$ cat config.mk
export PLATFORM = sky130hd
export DESIGN_NAME = block_standard_deviation_unit
export DESIGN_NICKNAME = d
export VERILOG_FILES = /design/src/hw/rtl/bsd_pkg.sv /design/src/hw/rtl/bsd_front.sv /design/src/hw/rtl/bsd_queue.sv /design/src/hw/rtl/bsd_back.sv /design/src/hw/rtl/block_standard_deviation_unit.sv
export VERILOG_INCLUDE_DIRS = /design/src /design/src/hw/rtl
export SDC_FILE = /design/constraint.sdc
export NUM_CORES = 2
export LEC_CHECK = 0
export BUFFER_PORTS_ARGS = -buffer_cell sky130_fd_sc_hd__buf_2
export CORE_MARGIN = 1.5
export CORE_UTILIZATION = 30
export CTS_CLUSTER_SIZE = 16
export DETAILED_ROUTE_END_ITERATION = 10
export GPL_TIMING_DRIVEN = 0
export REMOVE_ABC_BUFFERS = 1
export SLEW_MARGIN = 10
export SYNTH_ARGS = -nofsm -noshare
export SYNTH_HDL_FRONTEND = slang
export SYNTH_SLANG_ARGS = --single-unit
$ cat constraint.sdc
create_clock -name clock -period 22.8 [get_ports clock]
set_input_delay 4.56 -clock clock [delete_from_list [all_inputs] [get_ports clock]]
set_output_delay 4.56 -clock clock [all_outputs]
set_load 0.02 [all_outputs]
$ cat src/hw/rtl/block_standard_deviation_unit_defines.svh
// Assertion macros shared by the block standard deviation RTL.
`ifndef BLOCK_STANDARD_DEVIATION_UNIT_DEFINES_SVH
`define BLOCK_STANDARD_DEVIATION_UNIT_DEFINES_SVH
`ifndef SYNTHESIS
// same-cycle implication
`define BSD_ASSERT_NOW(label, clk, rst, pre, con) \
   label: assert property (@(posedge clk) disable iff (rst) (pre) |-> (con)) \
      else $error("assertion failed: %m");
// next-cycle implication
`define BSD_ASSERT_NEXT(label, clk, rst, pre, con) \
   label: assert property (@(posedge clk) disable iff (rst) (pre) |=> (con)) \
      else $error("assertion failed: %m");
`else
`define BSD_ASSERT_NOW(label, clk, rst, pre, con)
`define BSD_ASSERT_NEXT(label, clk, rst, pre, con)
`endif
`endif

$ cat src/hw/rtl/bsd_pkg.sv
// Shared widths and constants of the block standard deviation unit.
package bsd_pkg;
   localparam int SAMPLE_W  = 16;
   localparam int STD_DEV_W = 16;
   localparam logic [STD_DEV_W-1:0] STD_DEV_MAX = '1;
   // upper bound on the result with Q15 samples
   localparam int STD_DEV_PEAK = 46341;
   // blocks that may wait between accumulator and arithmetic sequencer
   localparam int BSD_QUEUE_DEPTH = 2;
endpackage

$ cat src/hw/rtl/bsd_front.sv
// Front end: accumulates sum, sum of squares and count, hands closed blocks on.
module bsd_front #(
   parameter int MAX_BLOCK = 4096,
   localparam int CNT_W = $clog2(MAX_BLOCK + 1),
   localparam int SUM_W = bsd_pkg::SAMPLE_W + CNT_W,
   localparam int SQ_W  = 2 * bsd_pkg::SAMPLE_W - 2 + CNT_W,
   localparam int PAY_W = SUM_W + SQ_W + CNT_W + 1
) (
   input  logic                          clock,
   input  logic                          reset,
   input  logic                          req_tvalid,
   output logic                          req_tready,
   input  logic [bsd_pkg::SAMPLE_W-1:0]  req_tdata,
   input  logic                          req_tlast,
   output logic                          push_valid,
   input  logic                          push_ready,
   output logic [PAY_W-1:0]              push_data
);
   import bsd_pkg::*;

   logic signed [SUM_W-1:0]      sum_ff, sum_in, sum_next;
   logic [SQ_W-1:0]              sq_ff, sq_in, sq_next;
   logic [CNT_W-1:0]             cnt_ff, cnt_in, cnt_next;
   logic                         ovf_ff, ovf_in, ovf_next;
   logic signed [SAMPLE_W-1:0]   sample;
   logic signed [2*SAMPLE_W-1:0] square;
   logic                         room;
   logic                         take;

   assign sample     = req_tdata;
   assign square     = sample * sample;
   assign room       = cnt_ff < CNT_W'(MAX_BLOCK);
   assign req_tready = push_ready;
   assign take       = req_tvalid && req_tready;
   assign push_valid = req_tvalid && req_tlast;
   assign push_data  = {ovf_next, cnt_next, sq_next, sum_next};

   always_comb begin
      // a full block drops the sample and only flags it
      sum_next = room ? sum_ff + SUM_W'(sample) : sum_ff;
      sq_next  = room ? sq_ff + SQ_W'(square[2*SAMPLE_W-2:0]) : sq_ff;
      cnt_next = room ? cnt_ff + 1'b1 : cnt_ff;
      ovf_next = ovf_ff | ~room;
      sum_in   = sum_ff;
      sq_in    = sq_ff;
      cnt_in   = cnt_ff;
      ovf_in   = ovf_ff;
      if (take) begin
         if (req_tlast) begin
            sum_in = '0;
            sq_in  = '0;
            cnt_in = '0;
            ovf_in = 1'b0;
         end else begin
            sum_in = sum_next;
            sq_in  = sq_next;
            cnt_in = cnt_next;
            ovf_in = ovf_next;
         end
      end
   end

   always_ff @(posedge clock) begin
      if (reset) begin
         sum_ff <= '0;
         sq_ff  <= '0;
         cnt_ff <= '0;
         ovf_ff <= 1'b0;
      end else begin
         sum_ff <= sum_in;
         sq_ff  <= sq_in;
         cnt_ff <= cnt_in;
         ovf_ff <= ovf_in;
      end
   end
endmodule

$ cat src/hw/rtl/bsd_queue.sv
// Short register queue of closed blocks between front and back end.
`include "block_standard_deviation_unit_defines.svh"
module bsd_queue #(
   parameter int WIDTH = 1,
   parameter int DEPTH = 2
) (
   input  logic             clock,
   input  logic             reset,
   input  logic             push_valid,
   output logic             push_ready,
   input  logic [WIDTH-1:0] push_data,
   output logic             pop_valid,
   input  logic             pop_ready,
   output logic [WIDTH-1:0] pop_data
);
   localparam int PTR_W  = $clog2(DEPTH);
   localparam int FILL_W = $clog2(DEPTH + 1);

   logic [WIDTH-1:0]  entries_ff [DEPTH];
   logic [PTR_W-1:0]  wr_ptr_ff, wr_ptr_in;
   logic [PTR_W-1:0]  rd_ptr_ff, rd_ptr_in;
   logic [FILL_W-1:0] fill_ff, fill_in;
   logic              push;
   logic              pop;

   assign push_ready = fill_ff != FILL_W'(DEPTH);
   assign pop_valid  = fill_ff != '0;
   assign pop_data   = entries_ff[rd_ptr_ff];
   assign push       = push_valid && push_ready;
   assign pop        = pop_valid && pop_ready;

   always_comb begin
      wr_ptr_in = wr_ptr_ff;
      rd_ptr_in = rd_ptr_ff;
      fill_in   = fill_ff;
      if (push) begin
         wr_ptr_in = (wr_ptr_ff == PTR_W'(DEPTH - 1)) ? '0 : wr_ptr_ff + 1'b1;
      end
      if (pop) begin
         rd_ptr_in = (rd_ptr_ff == PTR_W'(DEPTH - 1)) ? '0 : rd_ptr_ff + 1'b1;
      end
      if (push && !pop) begin
         fill_in = fill_ff + 1'b1;
      end else if (pop && !push) begin
         fill_in = fill_ff - 1'b1;
      end
   end

   always_ff @(posedge clock) begin
      if (reset) begin
         wr_ptr_ff <= '0;
         rd_ptr_ff <= '0;
         fill_ff   <= '0;
      end else begin
         wr_ptr_ff <= wr_ptr_in;
         rd_ptr_ff <= rd_ptr_in;
         fill_ff   <= fill_in;
      end
   end

   always_ff @(posedge clock) begin
      if (push) begin
         entries_ff[wr_ptr_ff] <= push_data;
      end
   end

   `BSD_ASSERT_NOW(a_fill_bound, clock, reset, 1'b1, fill_ff <= FILL_W'(DEPTH))
   `BSD_ASSERT_NEXT(a_fill_up, clock, reset, push && !pop, fill_ff == $past(fill_ff) + 1'b1)
   `BSD_ASSERT_NEXT(a_fill_down, clock, reset, pop && !push, fill_ff == $past(fill_ff) - 1'b1)
endmodule

$ cat src/hw/rtl/bsd_back.sv
// Back end: sequencer for N*Q - S*S, the divide by N*(N-1) and the square root.
`include "block_standard_deviation_unit_defines.svh"
module bsd_back #(
   parameter int MAX_BLOCK = 4096,
   localparam int CNT_W = $clog2(MAX_BLOCK + 1),
   localparam int SUM_W = bsd_pkg::SAMPLE_W + CNT_W,
   localparam int SQ_W  = 2 * bsd_pkg::SAMPLE_W - 2 + CNT_W,
   localparam int PAY_W = SUM_W + SQ_W + CNT_W + 1
) (
   input  logic                           clock,
   input  logic                           reset,
   input  logic                           q_valid,
   output logic                           q_ready,
   input  logic [PAY_W-1:0]               q_data,
   output logic                           rsp_tvalid,
   input  logic                           rsp_tready,
   output logic [bsd_pkg::STD_DEV_W-1:0]  rsp_tdata,
   output logic                           rsp_tuser
);
   import bsd_pkg::*;

   localparam int MAG_W  = SUM_W - 1;
   localparam int NUM_W  = SQ_W + CNT_W;
   localparam int DEN_W  = 2 * CNT_W;
   localparam int RT_W   = NUM_W + (NUM_W % 2);
   localparam int STEP_W = $clog2(NUM_W);
   localparam logic [RT_W-1:0] BIT_INIT = {2'b01, {(RT_W-2){1'b0}}};

   typedef enum logic [2:0] {
      ST_IDLE, ST_MUL, ST_SUB, ST_DIV, ST_ROOT, ST_OUT
   } state_type;

   state_type               state_ff;
   logic [STEP_W-1:0]       step_ff;
   logic [MAG_W-1:0]        mag_ff;
   logic [CNT_W-1:0]        n_ff;
   logic [CNT_W-1:0]        nbits_ff;
   logic [NUM_W-1:0]        mcand_ff;
   logic [NUM_W-1:0]        acc_ff;
   logic [NUM_W-1:0]        sq_ff;
   logic [DEN_W-1:0]        den_ff;
   logic [NUM_W-1:0]        num_ff;
   logic [DEN_W-1:0]        rem_ff;
   logic [RT_W-1:0]         v_ff;
   logic [RT_W-1:0]         res_ff;
   logic [RT_W-1:0]         bit_ff;
   logic                    small_ff;
   logic                    ovf_ff;
   logic                    rsp_valid_ff;
   logic [STD_DEV_W-1:0]    std_dev_ff;
   logic                    rsp_ovf_ff;

   logic signed [SUM_W-1:0] q_sum;
   logic [SQ_W-1:0]         q_sq;
   logic [CNT_W-1:0]        q_cnt;
   logic                    q_ovf;
   logic signed [SUM_W-1:0] q_abs;
   logic [DEN_W:0]          div_trial;
   logic [DEN_W:0]          div_sub;
   logic                    div_fit;
   logic [NUM_W-1:0]        div_quo;
   logic [RT_W-1:0]         root_sum;
   logic                    root_fit;
   logic                    out_free;
   logic [STD_DEV_W-1:0]    clamped;

   assign {q_ovf, q_cnt, q_sq, q_sum} = q_data;
   assign q_abs     = q_sum[SUM_W-1] ? -q_sum : q_sum;
   assign q_ready   = state_ff == ST_IDLE;
   assign div_trial = {rem_ff, num_ff[NUM_W-1]};
   assign div_sub   = div_trial - {1'b0, den_ff};
   assign div_fit   = div_trial >= {1'b0, den_ff};
   assign div_quo   = {num_ff[NUM_W-2:0], div_fit};
   assign root_sum  = res_ff + bit_ff;
   assign root_fit  = v_ff >= root_sum;
   assign out_free  = !rsp_valid_ff || rsp_tready;
   assign clamped   = (res_ff > RT_W'(STD_DEV_MAX)) ? STD_DEV_MAX : res_ff[STD_DEV_W-1:0];

   assign rsp_tvalid = rsp_valid_ff;
   assign rsp_tdata  = std_dev_ff;
   assign rsp_tuser  = rsp_ovf_ff;

   always_ff @(posedge clock) begin
      if (reset) begin
         state_ff     <= ST_IDLE;
         step_ff      <= '0;
         rsp_valid_ff <= 1'b0;
      end else begin
         // in ST_OUT the register is either held or reloaded below
         if (rsp_valid_ff && rsp_tready && state_ff != ST_OUT) begin
            rsp_valid_ff <= 1'b0;
         end
         case (state_ff)
            ST_IDLE: begin
               if (q_valid) begin
                  mag_ff   <= q_abs[MAG_W-1:0];
                  n_ff     <= q_cnt;
                  nbits_ff <= q_cnt;
                  mcand_ff <= NUM_W'(q_sq);
                  acc_ff   <= '0;
                  small_ff <= q_cnt < CNT_W'(2);
                  ovf_ff   <= q_ovf;
                  step_ff  <= '0;
                  state_ff <= ST_MUL;
               end
            end
            ST_MUL: begin
               // shift-add N*Q, one bit of N a cycle
               if (nbits_ff[0]) begin
                  acc_ff <= acc_ff + mcand_ff;
               end
               mcand_ff <= mcand_ff << 1;
               nbits_ff <= nbits_ff >> 1;
               sq_ff    <= mag_ff * mag_ff;
               den_ff   <= DEN_W'(n_ff) * (DEN_W'(n_ff) - DEN_W'(1));
               if (step_ff == STEP_W'(CNT_W - 1)) begin
                  step_ff  <= '0;
                  state_ff <= ST_SUB;
               end else begin
                  step_ff <= step_ff + 1'b1;
               end
            end
            ST_SUB: begin
               num_ff   <= (acc_ff > sq_ff) ? acc_ff - sq_ff : '0;
               rem_ff   <= '0;
               state_ff <= ST_DIV;
            end
            ST_DIV: begin
               // restoring divide, one quotient bit a cycle
               num_ff <= div_quo;
               rem_ff <= div_fit ? div_sub[DEN_W-1:0] : div_trial[DEN_W-1:0];
               if (step_ff == STEP_W'(NUM_W - 1)) begin
                  v_ff     <= RT_W'(div_quo);
                  res_ff   <= '0;
                  bit_ff   <= BIT_INIT;
                  step_ff  <= '0;
                  state_ff <= ST_ROOT;
               end else begin
                  step_ff <= step_ff + 1'b1;
               end
            end
            ST_ROOT: begin
               // digit-by-digit integer square root
               if (root_fit) begin
                  v_ff   <= v_ff - root_sum;
                  res_ff <= (res_ff >> 1) + bit_ff;
               end else begin
                  res_ff <= res_ff >> 1;
               end
               bit_ff <= bit_ff >> 2;
               if (step_ff == STEP_W'(RT_W / 2 - 1)) begin
                  step_ff  <= '0;
                  state_ff <= ST_OUT;
               end else begin
                  step_ff <= step_ff + 1'b1;
               end
            end
            ST_OUT: begin
               if (out_free) begin
                  std_dev_ff   <= small_ff ? '0 : clamped;
                  rsp_ovf_ff   <= ovf_ff;
                  rsp_valid_ff <= 1'b1;
                  state_ff     <= ST_IDLE;
               end
            end
            default: begin
               state_ff <= ST_IDLE;
            end
         endcase
      end
   end

   `BSD_ASSERT_NOW(a_peak, clock, reset, rsp_valid_ff, std_dev_ff <= STD_DEV_W'(STD_DEV_PEAK))
   `BSD_ASSERT_NOW(a_rem_below_den, clock, reset, state_ff == ST_DIV && !small_ff, rem_ff < den_ff)
   `BSD_ASSERT_NOW(a_out_from_seq, clock, reset, $rose(rsp_valid_ff), $past(state_ff == ST_OUT))
endmodule

$ cat src/hw/rtl/block_standard_deviation_unit.sv
// Top level of the block sample standard deviation unit.
// Computes the sample standard deviation sqrt((N*Q - S*S) / (N*(N-1))) of each
// block of signed Q15 samples, where S is the sum, Q the sum of squares and N the
// count; the result is unsigned Q15, truncated. One sample beat is taken per
// cycle while req_tready is high; req_tlast closes the block and produces exactly
// one result beat, whose tuser bit is set when samples beyond MAX_BLOCK were
// dropped. A block of one sample gives 0. The front end accumulates at full rate;
// a closed block then waits in a two-entry queue for the back-end sequencer,
// which runs the shift-add N*Q over the CNT_W = clog2(MAX_BLOCK+1) bits of N,
// the bit-serial divide of the NUM_W = 30 + 2*CNT_W bit numerator and the
// square root on NUM_W rounded up to even, and takes the next block only once
// it is back in idle; req_tready falls while the queue is full. The result sits
// in an output register, so the sequencer carries on with the next block while
// a result beat is held off by rsp_tready.
module block_standard_deviation_unit #(
   parameter int MAX_BLOCK = 4096
) (
   input  logic                          clock,
   input  logic                          reset,
   input  logic                          req_tvalid,
   output logic                          req_tready,
   input  logic [bsd_pkg::SAMPLE_W-1:0]  req_tdata,   // [15:0] sample
   input  logic                          req_tlast,
   output logic                          rsp_tvalid,
   input  logic                          rsp_tready,
   output logic [bsd_pkg::STD_DEV_W-1:0] rsp_tdata,   // [15:0] std_dev
   output logic                          rsp_tuser    // [0] block_overflow
);
   import bsd_pkg::*;

   localparam int CNT_W = $clog2(MAX_BLOCK + 1);
   localparam int SUM_W = SAMPLE_W + CNT_W;
   localparam int SQ_W  = 2 * SAMPLE_W - 2 + CNT_W;
   // closed block: {overflow, count, sum of squares, sum}
   localparam int PAY_W = SUM_W + SQ_W + CNT_W + 1;

   logic             push_valid;
   logic             push_ready;
   logic [PAY_W-1:0] push_data;
   logic             pop_valid;
   logic             pop_ready;
   logic [PAY_W-1:0] pop_data;

   // accumulator, one sample beat a cycle while the queue has room
   bsd_front #(
      .MAX_BLOCK (MAX_BLOCK)
   ) u_front (
      .clock      (clock),
      .reset      (reset),
      .req_tvalid (req_tvalid),
      .req_tready (req_tready),
      .req_tdata  (req_tdata),
      .req_tlast  (req_tlast),
      .push_valid (push_valid),
      .push_ready (push_ready),
      .push_data  (push_data)
   );

   // decouples accumulation from the long arithmetic sequence
   bsd_queue #(
      .WIDTH (PAY_W),
      .DEPTH (BSD_QUEUE_DEPTH)
   ) u_queue (
      .clock      (clock),
      .reset      (reset),
      .push_valid (push_valid),
      .push_ready (push_ready),
      .push_data  (push_data),
      .pop_valid  (pop_valid),
      .pop_ready  (pop_ready),
      .pop_data   (pop_data)
   );

   // multiply, divide and square root, then the output register
   bsd_back #(
      .MAX_BLOCK (MAX_BLOCK)
   ) u_back (
      .clock      (clock),
      .reset      (reset),
      .q_valid    (pop_valid),
      .q_ready    (pop_ready),
      .q_data     (pop_data),
      .rsp_tvalid (rsp_tvalid),
      .rsp_tready (rsp_tready),
      .rsp_tdata  (rsp_tdata),
      .rsp_tuser  (rsp_tuser)
   );
endmodule
==> impl_metrics.tcl <==
set metrics [dict create \
    setup_viol 0 \
    crit_path_max_fanout 36 \
    synth_area_leaders "fa_1 (24%), edfxtp_1 (23%), ha_1 (10%)" \
    die_h_um 534 \
    fin_util 0.331 \
    rows 194 \
    outcome "complete, no violations" \
    cts_sinks 760 \
    post_cts_buffers 0 \
    final_antenna_net_count 0 \
    clock.fmax_mhz 74.4 \
    gp_congestion 0.893 \
    drive_gt1_frac 0.0405 \
    ys_async_sr_fraction 0 \
    num_io_pins 40 \
    cp_slowest_cell "a221oi_1" \
    fp.coreArea_um2 280000 \
    cts.repair.resized 0 \
    tns_ps 0 \
    max-cap-violations 0 \
    cts_tree "yes" \
    synth.most_common_cell "inv_1" \
    htreeDepth 3 \
    rsz0062_at_grt "false" \
    slowest_delay_ps 680 \
    mappedNetlistArea_um2 84500 \
    required_ps 23250 \
    start_util 0.302 \
    grt_util_all_layers 0.145 \
    antenna_found_initial 3 \
    synth-edff-count 659 \
    numCtsBuffers 90 \
    dpl.cell_count 12400 \
    root_buffer "clkbuf_16" \
    grt_max_degree 99 \
    drt-total-wl_um 205000 \
    yosysWarnings 0 \
    hold_buffers 0 \
    n_fill_cell 28700 \
    tightest_slew_ps 1320 \
    instances_no_fill 12600 \
    avgViaCountPerCell 4.80 \
    startpoint_type "input pin" \
    netlist_instances 8868 \
    die_width_um 534 \
    min_path_type "reg2reg" \
    drt_iter0_drc 4032 \
    skew_ps 68.6 \
    clk_pin_slew_ps 60 \
    min_period_over_period 0.590 \
    netlist.area_leader.share 0.236 \
    synth_top_cell_by_area "fa_1" \
    area_delta_synth_final_pct 9.48 \
    place_area_um2 89300 \
    slew_headroom 0.118 \
    antenna-diode-count 0 \
    critPathCaptureType "flip-flop" \
    first_pass_iters 6 \
    port_buffers 39 \
    grt_pass1_vias 61000 \
    yosysSeqAreaShare 0.258 \
    grt_pass1_wl_um 335000 \
    overflow 0 \
    syn_avg_cell_area_um2 9.53 \
    hpwl_um 161000 \
    vias 60400 \
    hold_viol_final 0 \
    cts.path.max_buffers 3 \
    nets 10500 \
    insertion_delay_ps 750 \
    fin_area_um2 92500 \
    crit_path_frequent_cell "fa_1" \
    synth_common_cells "inv_1 (1463), fa_1 (998), nand2_1 (792), ha_1 (685), edfxtp_1 (659)" \
    die_area_um2 285000 \
    ys_ff_latch 760 \
    post-route-min-period_ps 13440 \
    r2r_setup_slack_ps 13170 \
    wire_per_inst_um 16.3 \
    ys_types 97 \
    finalMaxSlewViolations 0 \
    post-route-drc-count 0 \
    path_class "in2reg" \
    crit_arrival_ps 13900 \
    synthFlopType "edfxtp_1" \
]
## layer usage
metal  up-vias  part of all wire  track usage
li1      29300                 -            -
met1     29600              0.48        0.207
met2      1155              0.45        0.232
met3       239             0.040       0.0164
met4         0             0.027       0.0393
met5         -                 0            0
## cell usage in the layout, fill, tap and decap left out, types with 26 or more instances in the layout
| master | netlist | routed |
|---|---|---|
| o31ai_1 | 35 | 35 |
| mux2i_1 | 95 | 95 |
| o21bai_1 | 60 | 60 |
| o211ai_1 | 30 | 30 |
| nor4_1 | 27 | 27 |
| buf_2 | 16 | 38 |
| a31oi_1 | 85 | 85 |
| a21oi_1 | 414 | 412 |
| nand4_1 | 91 | 91 |
| nor2_1 | 565 | 558 |
| dfxtp_1 | 101 | 98 |
| inv_1 | 1463 | 1463 |
| a21o_1 | 212 | 211 |
| ha_1 | 685 | 685 |
| nand3_1 | 90 | 90 |
| a211oi_1 | 74 | 74 |
| nor3_1 | 92 | 91 |
| or2_2 | 29 | 29 |
| a22oi_1 | 51 | 51 |
| and2_1 | 225 | 225 |
| o21ai_0 | 427 | 426 |
| or3_1 | 42 | 42 |
| fa_1 | 998 | 998 |
| nand2_1 | 792 | 790 |
| o21a_1 | 52 | 52 |
| xnor2_1 | 276 | 276 |
| edfxtp_1 | 659 | 659 |
| nand2b_1 | 157 | 157 |
| conb_1 | 2 | 26 |
| clkbuf_16 | 0 | 92 |
| nor2b_1 | 89 | 89 |
| and3_1 | 81 | 80 |
| xor2_1 | 209 | 209 |
## through the flow
| stage | hold slack [ps] | setup WS (ps) |
|---|---|---|
| global placement | 405 | 4150 |
| CTS | 427 | 9470 |
| finish | 428 | 9360 |
| global route | 432 | 8930 |
| detailed placement | 414 | 8720 |
| floorplan | 400 | 9880 |
## final timing paths
path | start | end | depth (start not counted)
setup / recovery | req_tdata[15] | u_queue.entries_ff[0][71]$_DFFE_PP_ | 32
hold / removal | u_back.ovf_ff$_DFFE_PP_ | u_back.rsp_tuser$_DFFE_PP_ | 0
setup reg to reg | u_back.mag_ff[7]$_DFFE_PP_ | u_back.sq_ff[50]$_DFFE_PP_ | 21
hold reg to reg | u_back.ovf_ff$_DFFE_PP_ | u_back.rsp_tuser$_DFFE_PP_ | 0
## sequential cells by signal, indices dropped and copies added (netlist names), 28 cells and up, named ones only
name	count
u_back.bit_ff	28
u_back.num_ff	56
u_back.sq_ff	55
u_front.sq_ff	43
u_back.acc_ff	56
u_back.res_ff	56
u_front.sum_ff	29
u_back.v_ff	56
u_back.mcand_ff	56
u_queue.entries_ff	172
u_back.mag_ff	28
## cells by family (layout without fill, tap and decap cells)
logic type                 after synthesis  count (layout)  share of synthesized area
and+or+nand+nor                       2345            2345                      0.132
adders and majority gates             1683            1683                      0.338
other                                    2              26                  0.0000889
DFF                                    760             760                      0.258
AOI/OAI and AO/OA                     1690            1690                      0.128
muxes                                  112             112                     0.0135
buffers and inverters                 1791            1737                     0.0800
xor gates and xnor gates               485             485                     0.0503
## critical path: cells and delay by family
kind,cells,cell delay [ps]
XOR/XNOR,3,420
buffers and inverters,4,1270
AND/OR/NAND/NOR,6,970
adder cells (fa/ha/maj),8,3500
AO/OA/AOI/OAI,11,3160
## final cells by class
cell class                      instances  area (um2)  share of cell area
Inverter                             1471        5530              0.0597
Multi-Input combinational cell       6341       56200               0.607
Sequential cell                       760       21800               0.236
Clock buffer                          106        2340              0.0253
Timing Repair Buffer                   97        1290              0.0140
Tap cell                             3724        4660              0.0504
Clock inverter                         63         732             0.00791
Power is not shown: default switching activity piles up to over one toggle a cycle in this logic, so the estimate is an artifact.
